`src/sv/bbc_pkg.sv`:
```
package bbc_pkg;

   // Bracket kind codes kept on the stack
   typedef logic [1:0] kind_type;

   localparam kind_type KIND_NONE  = 2'd0;
   localparam kind_type KIND_PAREN = 2'd1;
   localparam kind_type KIND_SQUARE = 2'd2;
   localparam kind_type KIND_CURLY = 2'd3;

   // Result status codes; the error latch uses the same encoding
   typedef logic [1:0] status_type;

   localparam status_type STATUS_OK       = 2'd0;
   localparam status_type STATUS_CLOSER   = 2'd1;
   localparam status_type STATUS_UNCLOSED = 2'd2;
   localparam status_type STATUS_OVERFLOW = 2'd3;

   localparam logic [7:0] CHAR_OPEN_PAREN   = 8'h28;
   localparam logic [7:0] CHAR_OPEN_SQUARE  = 8'h5B;
   localparam logic [7:0] CHAR_OPEN_CURLY   = 8'h7B;
   localparam logic [7:0] CHAR_CLOSE_PAREN  = 8'h29;
   localparam logic [7:0] CHAR_CLOSE_SQUARE = 8'h5D;
   localparam logic [7:0] CHAR_CLOSE_CURLY  = 8'h7D;

   typedef struct packed {
      logic [7:0] char_code;
      logic       last_char;
   } req_type;

   typedef struct packed {
      logic       balanced;
      status_type status;
   } rsp_type;

   function automatic kind_type opener_kind(input logic [7:0] c);
      kind_type k;
      k = KIND_NONE;
      case (c)
         CHAR_OPEN_PAREN:  k = KIND_PAREN;
         CHAR_OPEN_SQUARE: k = KIND_SQUARE;
         CHAR_OPEN_CURLY:  k = KIND_CURLY;
         default:          k = KIND_NONE;
      endcase
      return k;
   endfunction

   function automatic kind_type closer_kind(input logic [7:0] c);
      kind_type k;
      k = KIND_NONE;
      case (c)
         CHAR_CLOSE_PAREN:  k = KIND_PAREN;
         CHAR_CLOSE_SQUARE: k = KIND_SQUARE;
         CHAR_CLOSE_CURLY:  k = KIND_CURLY;
         default:           k = KIND_NONE;
      endcase
      return k;
   endfunction

endpackage

```
`src/sv/bbc_stack_ram.sv`:
```
module bbc_stack_ram
   import bbc_pkg::*;
#(
   parameter int unsigned DEPTH = 32,
   parameter int unsigned AW    = $clog2(DEPTH)
) (
   input  logic          clock,
   input  logic          wr_en,
   input  logic [AW-1:0] wr_addr,
   input  kind_type      wr_data,
   input  logic [AW-1:0] rd_addr,
   output kind_type      rd_data
);

   kind_type stack_mem_ff [DEPTH];
   kind_type rd_data_ff;

   always_ff @(posedge clock) begin
      if (wr_en) begin
         stack_mem_ff[wr_addr] <= wr_data;
      end
   end

   // Registered read; returns old data on a same-address write
   always_ff @(posedge clock) begin
      rd_data_ff <= stack_mem_ff[rd_addr];
   end

   assign rd_data = rd_data_ff;

endmodule

```
`src/sv/bbc_engine.sv`:
```
module bbc_engine
   import bbc_pkg::*;
#(
   parameter int unsigned DEPTH = 32,
   parameter int unsigned AW    = $clog2(DEPTH),
   parameter int unsigned DW    = $clog2(DEPTH + 1)
) (
   input  logic    clock,
   input  logic    reset,
   input  logic    accept,
   input  req_type req,
   output rsp_type result
);

   localparam logic [DW-1:0] DEPTH_FULL = DW'(DEPTH);

   logic [DW-1:0] depth_ff, depth_in;
   status_type    error_ff, error_in;
   logic          fwd_hit_ff, fwd_hit_in;
   kind_type      fwd_data_ff;

   logic          wr_en;
   logic [AW-1:0] wr_addr;
   kind_type      wr_data;
   logic [AW-1:0] rd_addr;
   kind_type      rd_data;
   kind_type      top_kind;
   kind_type      open_k;
   kind_type      close_k;
   logic [DW-1:0] depth_after;
   status_type    error_after;
   logic [DW-1:0] rd_ptr;

   bbc_stack_ram #(
      .DEPTH(DEPTH),
      .AW   (AW)
   ) u_ram (
      .clock  (clock),
      .wr_en  (wr_en),
      .wr_addr(wr_addr),
      .wr_data(wr_data),
      .rd_addr(rd_addr),
      .rd_data(rd_data)
   );

   // Top entry: take the last write when it hit the address just read
   assign top_kind = fwd_hit_ff ? fwd_data_ff : rd_data;
   assign open_k   = opener_kind(req.char_code);
   assign close_k  = closer_kind(req.char_code);

   always_comb begin
      depth_after = depth_ff;
      error_after = error_ff;
      wr_en       = 1'b0;
      wr_addr     = depth_ff[AW-1:0];
      wr_data     = open_k;
      if (accept && (error_ff == STATUS_OK)) begin
         if (open_k != KIND_NONE) begin
            if (depth_ff == DEPTH_FULL) begin
               error_after = STATUS_OVERFLOW;
            end else begin
               wr_en       = 1'b1;
               depth_after = depth_ff + DW'(1);
            end
         end else if (close_k != KIND_NONE) begin
            if ((depth_ff == '0) || (top_kind != close_k)) begin
               error_after = STATUS_CLOSER;
            end else begin
               depth_after = depth_ff - DW'(1);
            end
         end
      end

      result.status = error_after;
      if ((error_after == STATUS_OK) && (depth_after != '0)) begin
         result.status = STATUS_UNCLOSED;
      end
      result.balanced = (result.status == STATUS_OK);

      depth_in = depth_after;
      error_in = error_after;
      if (accept && req.last_char) begin
         depth_in = '0;
         error_in = STATUS_OK;
      end

      // Fetch the entry that will be on top next cycle
      rd_ptr     = depth_in - DW'(1);
      rd_addr    = rd_ptr[AW-1:0];
      fwd_hit_in = wr_en && (wr_addr == rd_addr);
   end

   always_ff @(posedge clock) begin
      if (reset) begin
         depth_ff   <= '0;
         error_ff   <= STATUS_OK;
         fwd_hit_ff <= 1'b0;
      end else begin
         depth_ff   <= depth_in;
         error_ff   <= error_in;
         fwd_hit_ff <= fwd_hit_in;
      end
   end

   always_ff @(posedge clock) begin
      fwd_data_ff <= wr_data;
   end

endmodule

```
`src/sv/bracket_balance_checker_top.sv`:
```
// Channel | Direction | Handshake              | Payload
// req     | in        | req_valid / req_stall  | req_data (char_code, last_char)
// rsp     | out       | rsp_valid / rsp_stall  | rsp_data (balanced, status)
//
// One character per cycle, back to back, unless req_stall holds the input; the
// verdict is loaded into the output register as the character marked last_char is taken.
// The stack lives in a one-port-write, one-port-read memory with a
// registered read; a forwarding register covers a read of the entry just pushed.
// Synchronous active-high reset clears depth, error latch and output valid;
// stack contents are left as they are and never read before written.
// req_stall rises only while a finished verdict waits on a stalled rsp side.
module bracket_balance_checker_top
   import bbc_pkg::*;
#(
   parameter int unsigned STACK_DEPTH = 32
) (
   input  logic    clock,
   input  logic    reset,
   input  logic    req_valid,
   output logic    req_stall,
   input  req_type req_data,
   output logic    rsp_valid,
   input  logic    rsp_stall,
   output rsp_type rsp_data
);

   logic    accept;
   rsp_type result;
   logic    rsp_valid_ff, rsp_valid_in;
   rsp_type rsp_data_ff;

   // Hold the input only when the output register is full and blocked
   assign req_stall = rsp_valid_ff && rsp_stall;
   assign accept    = req_valid && !req_stall;

   bbc_engine #(
      .DEPTH(STACK_DEPTH)
   ) u_engine (
      .clock (clock),
      .reset (reset),
      .accept(accept),
      .req   (req_data),
      .result(result)
   );

   // Load a verdict on the last character; drop valid once taken
   always_comb begin
      rsp_valid_in = rsp_valid_ff && rsp_stall;
      if (accept && req_data.last_char) begin
         rsp_valid_in = 1'b1;
      end
   end

   always_ff @(posedge clock) begin
      if (reset) begin
         rsp_valid_ff <= 1'b0;
      end else begin
         rsp_valid_ff <= rsp_valid_in;
      end
   end

   always_ff @(posedge clock) begin
      if (accept && req_data.last_char) begin
         rsp_data_ff <= result;
      end
   end

   assign rsp_valid = rsp_valid_ff;
   assign rsp_data  = rsp_data_ff;

endmodule

```
`config.mk`:
```
export PLATFORM = sky130hd
export DESIGN_NAME = bracket_balance_checker_top
export DESIGN_NICKNAME = d
export VERILOG_FILES = /design/src/sv/bbc_pkg.sv /design/src/sv/bbc_stack_ram.sv /design/src/sv/bbc_engine.sv /design/src/sv/bracket_balance_checker_top.sv
export SDC_FILE = /design/constraint.sdc
export NUM_CORES = 1
export LEC_CHECK = 0
export ABC_AREA = 1
export BUFFER_PORTS_ARGS = -buffer_cell sky130_fd_sc_hd__buf_2
export CAP_MARGIN = 0
export CORE_MARGIN = 5
export CORE_UTILIZATION = 33
export CTS_BUF_LIST = sky130_fd_sc_hd__clkbuf_4 sky130_fd_sc_hd__clkbuf_8
export CTS_CLUSTER_DIAMETER = 120
export DETAILED_ROUTE_END_ITERATION = 8
export GPL_TIMING_DRIVEN = 1
export PLACE_DENSITY = 0.57
export SYNTH_ARGS = -nofsm -noshare
export SYNTH_HDL_FRONTEND = slang
export SYNTH_SLANG_ARGS = --single-unit
```
`constraint.sdc`:
```
create_clock -name clock -period 2.8 [get_ports clock]
set_clock_uncertainty 0.05 [all_clocks]
set_input_delay 0.56 -clock clock [delete_from_list [all_inputs] [get_ports clock]]
set_output_delay 0.56 -clock clock [all_outputs]
set_load 0.1 [all_outputs]
```
**Word level (Yosys, flattened, before mapping)**

Memory sizes are Yosys's and may differ from the RTL's. A register that Yosys moved wholly into a read port is not among the register bits.
Cells that the tools add are included.

- Add/sub/neg operators: 3
- Equality and inequality tests: 9
- Multiplexer cells: 21
- Reduce and logical (&&, ||, !) cells: 16

Operator list:

| operator | number |
|---|---|
| two-way mux 6 bit | 6 |
| == test 8 x 7 -> 1 bit (second input constant) | 4 |
| == test 8 x 6 -> 1 bit (second input constant) | 2 |
| two-way mux 2 bit | 7 |
| one-hot mux 2 bit (3 select lines) | 2 |
| adder 6 x 1 -> 6 bit (second input constant) | 1 |
| == test 6 bit (second input constant) | 1 |
| logical AND 1 bit | 6 |
| zero test 2 bit | 3 |
| zero test 6 bit | 1 |
| two-way mux 1 bit | 6 |
| nonzero test 6 bit | 1 |
| subtractor 6 x 1 -> 6 bit (second input constant) | 1 |
| == test 5 bit | 1 |
| subtractor 5 x 1 -> 5 bit (second input constant) | 1 |
| nonzero test 2 bit | 2 |
| != test 2 bit | 1 |
| OR reduction 2 bit | 1 |
| zero test 1 bit | 1 |
| logical OR 1 bit | 1 |

- Flip-flop bits (word level): 15
- RAM bits: 64
- Bits of input ports: 13
- Output and inout bits: 5
- Word-level logic and storage cells: 57
- Memories: 1

Memories:

| memory | words | width | read ports | clocked after Yosys merged registers in | wr ports | RTL line | source |
|---|---|---|---|---|---|---|---|
| u_engine.u_ram.stack_mem_ff | 32 | 2 | 1 | 1 | 1 | bbc_stack_ram.sv:15 | `kind_type stack_mem_ff [DEPTH];` |

**Longest topological paths before layout**

Gate-level depths: netlist (run 1).

- Depth after elaboration: 12
- Gate-level depth with buffers: 24
- Depth with buffers taken out: 23

**By module**

A second synthesis (run 1) with hierarchy kept.

- Cell total of the unflattened synthesis: 502
- Area total of the unflattened synthesis: 4380.5 um^2

By module, submodules not included:

| module | instances | cells an instance | area an instance (um^2) |
|---|---|---|---|
| bbc_stack_ram | 1 | 269 | 2906.5 |
| bbc_engine | 1 | 219 | 1318.8 |
| bracket_balance_checker_top | 1 | 14 | 155.1 |

**Least setup slack after synthesis (run 1)**

No wires, ideal clock.

- Kind: register to register
- From: register rsp_valid_ff, in the netlist rsp_valid
- To: register u_engine.u_ram.rd_data_ff[0], in the netlist u_engine.u_ram.rd_data[0] (read register of u_engine.u_ram.stack_mem_ff)
- Library setup time: 0.113 ns
- Data arrival time: 3.708 ns
- Setup slack: -1.072 ns
- Stages on the path, launching flop included: 17
- Path through: dfxtp_1 -> nand2_1 -> inv_2 -> nor2_1 -> nand2_1 -> clkbuf_1 -> clkbuf_1 -> nand2_1 -> ha_1 -> buf_2 -> inv_1 -> clkbuf_1 -> nand3_1 -> nand3_1 -> nand3_1 -> nand3_1 -> nand2_1

- Cells in the longest elaborated chain, start to end: 7
- Elaborated cells between the ends (all ways): 8

Ends and longest elaborated chain:

| what | RTL line | source |
|---|---|---|
| start, declared | bracket_balance_checker_top.sv:29 | `logic rsp_valid_ff, rsp_valid_in;` |
| start signal, assigned | bracket_balance_checker_top.sv:58 | `rsp_valid_ff <= rsp_valid_in;` |
| logical AND 1 bit (*) | bracket_balance_checker_top.sv:33 | `assign req_stall = rsp_valid_ff && rsp_stall;` |
| via req_stall | bracket_balance_checker_top.sv:20 | `output logic req_stall,` |
| zero test 1 bit (*) | bracket_balance_checker_top.sv:34 | `assign accept = req_valid && !req_stall;` |
| logical AND 1 bit (*) | bracket_balance_checker_top.sv:34 |  |
| logical AND 1 bit | bbc_engine.sv:57 | `if (accept && (error_ff == STATUS_OK)) begin` |
| two-way mux 6 bit | bbc_engine.sv:57 |  |
| two-way mux 6 bit (*) | bbc_engine.sv:82 | `if (accept && req.last_char) begin` |
| subtractor 5 x 1 -> 5 bit (*) | bbc_engine.sv:88 | `rd_ptr = depth_in - DW'(1);` |
| end, declared | bbc_stack_ram.sv:16 | `kind_type rd_data_ff;` |

Mark *: on every way through the listed nets, which the timed path passes. The rest lies on a longest branch.
A chain may end at the register's enable or synchronous reset.

**Worst setup path after layout (run 1)**

- From: register u_engine.depth_ff[0]
- To: register u_engine.u_ram.rd_data_ff[0], in the netlist u_engine.u_ram.rd_data[0] (read register of u_engine.u_ram.stack_mem_ff)

- Cells in the longest elaborated chain, start to end: 8
- Elaborated cells between the ends (all ways): 12

Ends and longest elaborated chain:

| what | RTL line | source |
|---|---|---|
| start, declared | bbc_engine.sv:17 | `logic [DW-1:0] depth_ff, depth_in;` |
| start signal, assigned | bbc_engine.sv:99 | `depth_ff <= depth_in;` |
| parallel branches: the longest is 5 deep, another holds subtractor 6 x 1 -> 6 bit | n/a |  |
| two-way mux 6 bit (*) | bbc_engine.sv:57 |  |
| two-way mux 6 bit (*) | bbc_engine.sv:82 |  |
| subtractor 5 x 1 -> 5 bit (*) | bbc_engine.sv:88 |  |

Mark *: on every way between the ends.

==> summary.txt, run 1 <==
STA
  – Slew Limit Fails: 0
  – Final number of hold-violating endpoints: 0
  – Setup TNS Final: 0 ns
  – Fmax: 385 MHz
  – Final setup margin: 0.200 ns
  – Minimum clock period: 2.60 ns
  – Slew headroom: 67.4%
  – Final worst-path cycle share: 92.9%
  – Slew @ Worst Pin: 0.492 ns
  – Final setup vio count: 0

CTS
  – Clk buf depth: 2
  – Clk_lat worst skew: 0.37 ns
  – Root Buffer: clkbuf_8
  – Cts hold-fix bufs: 0
  – H-tree level count: 3
  – CTS Buf Count: 9
  – TritonCTS clock tree: built
  – Clock-pin slew on the worst setup and hold paths: 0.08 ns
  – CTS sink cnt: 81

Cells and area
  – Layout Area Growth over Synthesis: 18.1%
  – Non-Filler Instances: 761
  – ANT cells: 0
  – Leading cell type in the layout, fill and taps excluded: nand2_1
  – Design area: 5280 um2
  – Layout net count: 599
  – Layout Utilization: 39.7%
  – Commonest non-fill, non-tap cells in the layout: nand2_1 (133), nand3_1 (95), edfxtp_1 (67), inv_1 (61), nor2_1 (54)
  – Share of cells above drive strength 1: 21.9%

Route
  – DRC: 0
  – DR iter-0 viols: 233
  – Antenna violation net count after detailed routing: 0
  – Vias: 3613
  – DR pass1 iterations: 5
  – Average wire per standard cell: 14.5 um
  – Routed WL: 11000 um
  – Via/cell ratio: 4.75

Synthesis
  – Synthesized instance count: 532
  – Sequential-to-total area share from yosys stat: 51.2%
  – Synth top area share: 45.0%
  – Netlist cell types: 33
  – Post-synthesis compound-gate area fraction: 2.29%
  – YS warnings: 0
  – Synthesized cell area: 4470 um2
  – Ranking of synthesized cells by area: edfxtp_1 (45%), nand2_1 (11%), nand3_1 (11%)
  – Ys flop type: edfxtp_1
  – Simple-Gate Fraction of Synth Area: 35.2%
  – Syn_area_per_cell: 8.41 um2
  – Async SR Flop Fraction: 0%
  – Largest area contributor in the netlist: edfxtp_1
  – Syn nets: 551
  – EDFF count, synth: 67
  – Main combinational cell family by area after synthesis: simple AND/OR/NAND/NOR gates
  – Synth Register Bits: 81
  – Xor/xnor share of the synthesized area: 0.979%
  – Post-Synth Adder-Cell Area: 1.68%
  – Mux contribution to synthesized area: 0%

Setup path
  – Crit end category: register
  – Worst Path Arrival: 2.85 ns
  – R2R setup slack: 0.20 ns
  – Critical-path maximum fanout: 8
  – CP max stage cell: ha_4
  – WP data required: 3.05 ns
  – Worst setup path category: reg2reg
  – Ordered list of cells on the worst path: inv_1 > ha_4 > nand4_1 > nand3_2 > inv_2 > nand4_1 > buf_4 > nand3_2 > nand2_8 > nand2_8 > ha_4 > buf_6 > nand3_1 > nand2_1 > nand2_1 > nand3_1 > nand3_1 > nand2_1
  – Startpoint types: register
  – Slowest stage delay, CP: 0.34 ns

GRT
  – Largest net degree at the start of global routing: 34
  – First-pass GRT wire length: 18200 um
  – Total GRT Usage: 14.6%
  – Initial antenna violation count: 0
  – Total grt overflow: 0
  – Vias in the first global route: 3602

Worst hold path
  – Hold Path Class: in2reg

Pwr
  – Pwr Density: 495 nW/um2
  – VDD IR max: 0.000222 V
  – Leakage: 2.32 nW

Job
  – Max-cap violations: 0

Floorplanning
  – Num ports: 18
  – CORE AREA: 13300 um2
  – Die Ht: 126 um
  – Starting density of the core: 33.7%
  – Floorplan row count: 42
  – Die area: 16000 um2
  – Die Wd: 126 um

Status
  – Status: complete, no violations

Place
  – Placed cell areas: 5030 um2
  – Worst slack at placement: -0.118 ns
  – Gpl congestion: 0.876
  – PortBufs: 17
  – Post-DP HPWL: 7890 um
  – Placed cells: 745
-- synthesized netlist by cell type, drive strengths merged (2+ instances only) --
cell	number
nand2	155
nand3	100
inv	73
edfxtp	67
nor2	64
dfxtp	14
buf	11
o21ai	10
nand3b	7
ha	6
nand4	6
clkbuf	5
xor2	5
a21oi	2
a31oi	2
-- final cells by class --
| type | count | area, um2 |
|---|---|---|
| Inverter | 73 | 289 |
| Fill cell | 1352 | 8010 |
| Clock buffer | 12 | 159 |
| Sequential cell | 81 | 2300 |
| Timing Repair Buffer | 53 | 375 |
| Clock inverter | 4 | 52.6 |
| Tap cell | 176 | 220 |
| Multi-Input combinational cell | 362 | 1890 |
-- report_power, final --
part           switching, mW  leakage, nW  internal (mW)
logic                  0.271         1.50          0.131
registers            0.00822        0.711           1.31
clock network          0.428        0.110          0.472
total                  0.707         2.32           1.91
-- timing repair --
action / CTS / global route
setup endpoints to repair: 0 / 3
buffers inserted: 0 / 0
gates resized for setup: 0 / 13
-- routing by layer --
layer  GRT usage [%]  share of wire, %  vias to the layer above
met1            18.4                44                     1666
li1                -                 -                     1841
met3            3.19               5.5                       23
met2            24.1                48                       83
met5               0                 0                        -
met4            5.99               2.5                        0
-- worst paths after layout --
check	start	endpoint	cells after the start
worst max-delay path	u_engine.depth_ff[0]$_SDFF_PP0_	u_engine.u_ram.rd_data[0]$_DFF_P_	18
worst min-delay path	reset	u_engine.depth_ff[1]$_SDFF_PP0_	2
worst max register to register	u_engine.depth_ff[0]$_SDFF_PP0_	u_engine.u_ram.rd_data[0]$_DFF_P_	18
worst min register to register	u_engine.depth_ff[5]$_SDFF_PP0_	u_engine.depth_ff[5]$_SDFF_PP0_	2
-- registers in the layout, summed over array words and instances, names as in the netlist --
register                     flops
rsp_data                         3
u_engine.depth_ff                6
u_engine.u_ram.stack_mem_ff     64
u_engine.u_ram.rd_data           2
u_engine.fwd_hit_ff              1
u_engine.error_ff                2
rsp_valid                        1
u_engine.fwd_data_ff             2
-- worst max-delay path: cells and delay by family (launching register included) --
family	cells	cell delay, ns
simple gates	12	1.20
buf+inv	4	0.46
flops	1	0.31
fa+ha+maj	2	0.51
-- kinds of logic (layout without fill, tap and decap cells) --
kind of cell / count (synthesis) / in the layout
compound gates: 17 / 17
xor+xnor: 5 / 5
fa+ha+maj: 6 / 6
buf+inv: 89 / 142
flops: 81 / 81
simple gates: 334 / 334
-- metrics by stage --
| stage | power, mW | hold slack [ns] |
|---|---|---|
| finish | 2.62 | 0.325 |
| global route | 2.74 | 0.322 |
| CTS | 2.64 | 0.313 |
| detailed placement | 1.74 | 0.477 |
| global placement | 1.73 | 0.442 |
| floorplan | 1.62 | 0.410 |
(Power assumes the default switching activity.)
==> inputs of run 2 (changes only) <==
--- a/config.mk
+++ b/config.mk
@@ -9,12 +9,12 @@
 export BUFFER_PORTS_ARGS = -buffer_cell sky130_fd_sc_hd__buf_2
 export CAP_MARGIN = 0
 export CORE_MARGIN = 5
-export CORE_UTILIZATION = 33
+export CORE_UTILIZATION = 53
 export CTS_BUF_LIST = sky130_fd_sc_hd__clkbuf_4 sky130_fd_sc_hd__clkbuf_8
 export CTS_CLUSTER_DIAMETER = 120
 export DETAILED_ROUTE_END_ITERATION = 8
 export GPL_TIMING_DRIVEN = 1
-export PLACE_DENSITY = 0.57
+export PLACE_DENSITY = 0.8
 export SYNTH_ARGS = -nofsm -noshare
 export SYNTH_HDL_FRONTEND = slang
 export SYNTH_SLANG_ARGS = --single-unit
==> run 2 against run 1 <==
  * Die area shrank 35%
  * Wire length shrank 4.3%
  * Global-route usage grew 7.2 points
  * Largest power group unchanged
  * Combinational power shrank 5.0%
  * Critical endpoint unchanged
  * Via count grew 2.8%
  * Utilization grew 23 points
  * Highest routed layer unchanged
  * Register-to-register slack lost 0.05 ns
  * Setup slack lost 0.053 ns
==> summary.txt, run 2 (synthesis gave the netlist of run 1 again) <==
Cells and area
  – Layout Area Growth over Synthesis: 14.4%
  – Non-Filler Instances: 680 (-11%)
  – Largest reg by FF count: u_engine.u_ram.stack_mem_ff
  – Layout Utilization: 62.3% (+23 points)
  – Layout net count: 589 (-1.7%)
  – ANT cells: 0 (unchanged)
  – Commonest non-fill, non-tap cells in the layout: nand2_1 (132), nand3_1 (95), edfxtp_1 (67), inv_1 (62), nor2_1 (56)
  – Leading cell type in the layout, fill and taps excluded: nand2_1
  – Fillers: 688 (-49%)
  – Share of cells above drive strength 1: 19.8% (-2.1 points)
  – Number of flip-flops in the largest register: 64 (unchanged)
  – Design area: 5120 um2 (-3.1%)

Floorplanning
  – Die Ht: 102 um (-19%)
  – Num ports: 18 (unchanged)
  – Die area: 10400 um2 (-35%)
  – Starting density of the core: 54.5% (+21 points)
  – Floorplan row count: 33 (-21%)
  – CORE AREA: 8220 um2 (-38%)
  – Die Wd: 102 um (-19%)

Setup path
  – Crit end category: register
  – Critical-path maximum fanout: 6 (-2)
  – Worst setup path category: reg2reg
  – Startpoint types: register
  – WP data required: 3.06 ns (about the same)
  – Reg2Reg Depth: 18 (unchanged)
  – Worst Path Arrival: 2.91 ns (+0.06 ns)

Pwr
  – Leakage: 2.27 nW (-2.1%)
  – Pwr Density: 522 nW/um2 (+5.3%)
  – Final Power: 2.67 mW (+2.0%)
  – VDD IR max: 0.000512 V (+130%)

STA
  – RSZ-0062 raised after global routing: false
  – Fmax: 377 MHz (-2.0%)
  – Slew @ Worst Pin: 0.487 ns (-0.00477 ns)
  – Final worst-path cycle share: 94.8% (+1.9 points)
  – Minimum clock period: 2.65 ns (+0.0530 ns)
  – Worst Hold Slack: 0.361 ns (+0.0362 ns)
  – Final setup vio count: 0 (unchanged)
  – Slew Limit Fails: 0 (unchanged)
  – Slew headroom: 67.8% (+0.32 points)
  – Setup TNS Final: 0 ns (unchanged)
  – Final setup margin: 0.147 ns (-0.0530 ns)
  – Final number of hold-violating endpoints: 0 (unchanged)

Route
  – Antenna violation net count after detailed routing: 0 (unchanged)
  – Routed WL: 10500 um (-4.3%)
  – DR iter-0 viols: 321 (+38%)
  – DRC: 0 (unchanged)
  – DR pass1 iterations: 5 (unchanged)
  – Vias: 3713 (+2.8%)
  – Via/cell ratio: 5.46 (+15%)
  – Average wire per standard cell: 15.5 um (+7.2%)

CTS
  – Root Buffer: clkbuf_8
  – Cts hold-fix bufs: 0 (unchanged)
  – H-tree level count: 3 (unchanged)
  – CTS Buf Count: 9 (unchanged)
  – Clock-pin slew on the worst setup and hold paths: 0.09 ns (about the same)
  – Clk_lat worst skew: 0.36 ns (about the same)
  – Clk buf depth: 2 (unchanged)
  – TritonCTS clock tree: built
  – CTS sink cnt: 81 (unchanged)

Status
  – Status: complete, no violations

GRT
  – Total GRT Usage: 21.7% (+7.2 points)
  – Initial antenna violation count: 0 (unchanged)
  – First-pass GRT wire length: 17100 um (-5.7%)
  – Largest net degree at the start of global routing: 35 (+2.9%)
  – Total grt overflow: 0 (unchanged)
  – Vias in the first global route: 3659 (+1.6%)

Place
  – Gpl congestion: 0.913 (+4.3%)
  – Placed cell areas: 4880 um2 (-3.0%)
  – PortBufs: 17 (unchanged)
  – Placed cells: 664 (-11%)
  – Worst slack at placement: -0.0765 ns (+0.0410 ns)
  – Post-DP HPWL: 7530 um (-4.6%)

Job
  – Max-cap violations: 0 (unchanged)

Worst hold path
  – Worst Hold Depth: 2 (unchanged)
  – Hold Path Class: in2reg
run 2: changes by cell type in the layout (fill, tap and decap cells not counted), moves of 2 or more:
cell / before / now
buf_4: 33 / 24
clkbuf_8: 11 / 9
nor2_1: 54 / 56
nor2_2: 6 / 4
buf_6: 2 / 0
run 2: critical path, stage by stage (launching register included):
cell and delay [ns]:
dfxtp_1 0.33, inv_1 0.14, ha_2 0.23, nand4_1 0.13
nand3_2 0.15, inv_2 0.05, nand4_1 0.11, buf_4 0.12
nand3_2 0.10, nand2_8 0.10, nand2_8 0.05, ha_4 0.35
buf_4 0.16, nand3_1 0.07, nand2_1 0.09, nand2_1 0.06
nand3_1 0.08, nand3_1 0.12, nand2_1 0.09
run 2: power by group:
part           internal, mW  switching, mW  total (mW)  leakage (nW)
combinational         0.118          0.264       0.382          1.45
clock                 0.511          0.455       0.966         0.112
sequential             1.31         0.0144        1.32         0.710
run 2: routing by layer:
layer	wire [um]	track usage, %	part of all wire (%)	up-vias
li1	-	-	-	1809
met1	4250	26.2	40	1737
met2	5220	38.1	50	148
met3	877	5.12	8.3	19
met4	191	7.67	1.8	0
met5	0	0	0	-
run 2: final timing paths:
path | from | endpoint | slack (ns)
worst max-delay path | u_engine.depth_ff[1]$_SDFF_PP0_ | u_engine.u_ram.rd_data[0]$_DFF_P_ | 0.15
worst min-delay path | reset | u_engine.depth_ff[0]$_SDFF_PP0_ | 0.36
worst max register to register | u_engine.depth_ff[1]$_SDFF_PP0_ | u_engine.u_ram.rd_data[0]$_DFF_P_ | 0.15
worst min register to register | u_engine.depth_ff[5]$_SDFF_PP0_ | u_engine.depth_ff[5]$_SDFF_PP0_ | 0.49
run 2: cell type report:
class	count	area, um2	share of cell area (%)
inverters	73	289	5.65
clock buffers	9	124	2.42
repair buffers	43	305	5.97
clock inverters	7	101	1.98
flip-flops and latches	81	2300	44.9
well taps	105	131	2.57
multi-input cells	362	1870	36.5
run 2: timing repair:
item / CTS / global route
gates resized for setup: 0 / 5
setup endpoints to repair: 0 / 3
setup buffers: 0 / 0
==> inputs of run 3 (changes only) <==
--- a/config.mk
+++ b/config.mk
@@ -17,4 +17,5 @@
 export PLACE_DENSITY = 0.8
 export SYNTH_ARGS = -nofsm -noshare
 export SYNTH_HDL_FRONTEND = slang
+export SYNTH_HIERARCHICAL = 1
 export SYNTH_SLANG_ARGS = --single-unit
==> run 3 against run 2 <==
  * Global-route usage fell by 0.93 points
  * Highest routed layer unchanged
  * Sequential power barely moved
  * Largest power group unchanged
  * Final cell count fell by 0.44%
  * Count of clock-buffer cells in the layout did not move
  * Largest cell class unchanged
==> summary.txt, run 3 <==
Synthesis
  – Synthesized instance count: 502 (-5.6%)
  – Mux contribution to synthesized area: 0% (unchanged)
  – Synthesized cell area: 4380 um2 (-2.1%)
  – Post-synthesis compound-gate area fraction: 2.23% (-0.065 points)
  – Post-Synth Adder-Cell Area: 1.14% (-0.54 points)
  – Xor/xnor share of the synthesized area: 1.40% (+0.42 points)
  – Commonest cells in the netlist: nand2_1 (143), nand3_1 (87), edfxtp_1 (67)
  – Syn nets: 519 (-5.8%)
  – Simple-Gate Fraction of Synth Area: 35.1% (-0.13 points)
  – Netlist cell types: 38 (+15%)
  – Largest area contributor in the netlist: edfxtp_1
  – Async SR Flop Fraction: 0% (unchanged)
  – Most common cell in the netlist: nand2_1
  – EDFF count, synth: 67 (unchanged)
  – YS warnings: 6 (+6)
  – Synth top area share: 45.9% (+0.96 points)
  – Main combinational cell family by area after synthesis: simple AND/OR/NAND/NOR gates
  – Ys flop type: edfxtp_1
  – Ranking of synthesized cells by area: edfxtp_1 (46%), nand2_1 (12%), nand3_1 (9.9%)
  – Sequential-to-total area share from yosys stat: 52.3% (+1.1 points)
  – Synth Register Bits: 81 (unchanged)
  – Syn_area_per_cell: 8.73 um2 (+3.8%)

Setup path
  – Ordered list of cells on the worst path: inv_1 > ha_1 > nand2_1 > nor3_2 > nor2_4 > nand4_1 > nand2_1 > nand2_1 > nand3_2 > ha_4 > inv_2 > buf_12 > nand3_1 > nand3_1 > nand2_1 > nand2_1 > nand2_1 > nand2_1 > nand2_1
  – Critical-path maximum fanout: 5 (-1)
  – WP data required: 3.01 ns (-0.05 ns)
  – CP bufs+invs: 3 (-1)
  – Critical path depth: 19 (+1)
  – Worst Path Arrival: 2.91 ns (about the same)
  – R2R setup slack: 0.1 ns (-0.05 ns)
  – CP max stage cell: dfxtp_1
  – Reg2Reg Depth: 19 (+1)
  – Crit end category: register
  – Worst Setup SP: u_engine/depth_ff[0]$_SDFF_PP0_
  – Worst setup path category: reg2reg
  – CP top delay family: simple AND/OR/NAND/NOR gates
  – Slowest stage delay, CP: 0.32 ns (-0.03 ns)
  – Startpoint types: register
  – Worst R2R End: u_engine/u_ram/rd_data[0]$_DFF_P_
  – Crit path to: u_engine/u_ram/rd_data[0]$_DFF_P_
  – Reg-to-Reg Start: u_engine/depth_ff[0]$_SDFF_PP0_
  – Most used cell, CP: nand2_1

GRT
  – Initial antenna violation count: 0 (unchanged)
  – Largest net degree at the start of global routing: 34 (-2.9%)
  – Total GRT Usage: 20.8% (-0.93 points)
  – First-pass GRT wire length: 16500 um (-3.9%)
  – Total grt overflow: 0 (unchanged)
  – Vias in the first global route: 3625 (-0.93%)

Status
  – Status: complete, no violations

Route
  – Antenna violation net count after detailed routing: 0 (unchanged)
  – Average wire per standard cell: 14.8 um (-4.8%)
  – DRC: 0 (unchanged)
  – Vias: 3683 (-0.81%)
  – Via/cell ratio: 5.44 (-0.37%)
  – DR iter-0 viols: 292 (-9.0%)
  – DR pass1 iterations: 7 (+2)
  – Routed WL: 10000 um (-5.2%)

Cells and area
  – Share of cells above drive strength 1: 27.3% (+7.4 points)
  – Non-Filler Instances: 677 (-0.44%)
  – ANT cells: 0 (unchanged)
  – Layout Utilization: 64.5% (+2.3 points)
  – Leading cell type in the layout, fill and taps excluded: nand2_1
  – Number of flip-flops in the largest register: 64 (unchanged)
  – Design area: 5250 um2 (+2.6%)
  – Largest reg by FF count: u_engine/u_ram/stack_mem_ff
  – Multi-input gate area: 1860 um2 (-0.60%)
  – Seq. cell area: 2300 um2 (about the same)
  – Commonest non-fill, non-tap cells in the layout: nand2_1 (141), nand3_1 (74), edfxtp_1 (67), nor2_1 (50), buf_4 (49)
  – Layout Area Growth over Synthesis: 19.9%
  – Layout net count: 584 (-0.85%)
  – Fillers: 620 (-9.9%)

STA
  – RSZ-0062 raised after global routing: true
  – Slew headroom: 67.7% (-0.092 points)
  – Slew @ Worst Pin: 0.488 ns (+0.00139 ns)
  – Final number of hold-violating endpoints: 0 (unchanged)
  – Final setup vio count: 0 (unchanged)
  – Fmax: 370 MHz (-1.8%)
  – Setup TNS Final: 0 ns (unchanged)
  – Final worst-path cycle share: 96.5% (+1.8 points)
  – Slew Limit Fails: 0 (unchanged)
  – Worst Hold Slack: 0.392 ns (+0.0305 ns)
  – Minimum clock period: 2.70 ns (+0.0493 ns)

CTS
  – CTS Buf Count: 9 (unchanged)
  – Clk_lat worst skew: 0.36 ns (about the same)
  – H-tree level count: 3 (unchanged)
  – Clk buf depth: 2 (unchanged)
  – TritonCTS clock tree: built
  – Root Buffer: clkbuf_8
  – Cts hold-fix bufs: 0 (unchanged)
  – CTS sink cnt: 81 (unchanged)
  – Clock-pin slew on the worst setup and hold paths: 0.08 ns (about the same)

Place
  – Placed cells: 661 (-0.45%)
  – Gpl congestion: 0.947 (+3.7%)
  – Post-DP HPWL: 7170 um (-4.8%)
  – PortBufs: 17 (unchanged)
  – Placed cell areas: 4990 um2 (+2.3%)

Job
  – Max-cap violations: 0 (unchanged)

Worst hold path
  – Hold Path Class: in2reg

Floorplanning
  – CORE AREA: 8130 um2 (-1.0%)
  – Die area: 10200 um2 (-1.9%)
  – Die Ht: 101 um (-0.95%)
  – Die Wd: 101 um (-0.95%)
  – Num ports: 18 (unchanged)
  – Floorplan row count: 33 (unchanged)
  – Starting density of the core: 53.9% (-0.60 points)

Pwr
  – Pwr Density: 560 nW/um2 (+7.5%)
  – Leakage: 2.21 nW (-2.8%)
  – VDD IR max: 0.000323 V (-37%)
==> run 3: cell count changes in the layout (fill, tap and decap cells not counted), moves of 6 or more <==
cell / previous run / this run
nor2_1: 56 / 50
nand3b_1: 7 / 0
nand3_2: 5 / 17
inv_1: 62 / 43
buf_4: 24 / 49
nand2_2: 17 / 23
nand2_1: 132 / 141
nand3_1: 95 / 74
==> run 3: worst min-delay path by stage <==
stage,startpoint,endpoint,slack (ns),depth (start not counted)
5_1_grt,reset,u_engine/depth_ff[1]$_SDFF_PP0_,0.40,2
2_1_floorplan,u_engine/error_ff[1]$_SDFF_PP0_,u_engine/error_ff[1]$_SDFF_PP0_,0.48,2
3_3_place_gp,u_engine/error_ff[1]$_SDFF_PP0_,u_engine/error_ff[1]$_SDFF_PP0_,0.51,2
3_5_place_dp,u_engine/error_ff[1]$_SDFF_PP0_,u_engine/error_ff[1]$_SDFF_PP0_,0.51,2
4_1_cts,reset,u_engine/depth_ff[1]$_SDFF_PP0_,0.37,2
6_report,reset,u_engine/depth_ff[1]$_SDFF_PP0_,0.39,2
==> run 3: power by group <==
group          switching [mW]  internal [mW]  total [mW]
sequential             0.0128           1.31        1.32
combinational           0.396          0.251       0.647
clock                   0.452          0.520       0.972
==> run 3: metrics by stage <==
| stage | setup slack, ns | power [mW] |
|---|---|---|
| 2_1_floorplan | -0.429 | 1.77 |
| 3_3_place_gp | -0.146 | 1.97 |
| 3_5_place_dp | -0.191 | 1.98 |
| 4_1_cts | 0.116 | 2.95 |
| 5_1_grt | -0.0152 | 3.08 |
| 6_report | 0.0977 | 2.94 |
==> run 3: area by class of cell <==
cell class / count / share of cell area [%]
flip-flops and latches: 81 / 43.7
multi-input cells: 353 / 35.4
repair buffers: 69 / 9.77
inverters: 53 / 4.19
well taps: 105 / 2.50
clock buffers: 9 / 2.36
clock inverters: 7 / 2.05
==> run 3: kinds of logic after synthesis <==
| family | Yosys count |
|---|---|
| compound gates | 13 |
| buf+inv | 68 |
| fa+ha+maj | 4 |
| xor+xnor | 7 |
| flops | 81 |
| simple gates | 329 |
==> run 3: layer usage <==
layer  vias up  part of all wire (%)  global-route usage [%]
met2       143                    50                    34.1
met1      1726                    41                    26.4
met3        33                   6.0                    3.39
met4         0                   3.0                    10.8
li1       1781                     -                       -
met5         -                     0                       0
==> run 3: timing repair <==
item,in CTS,in global routing
buffers inserted,0,0
endpoints found under the setup margin,0,3
resized for setup,0,6
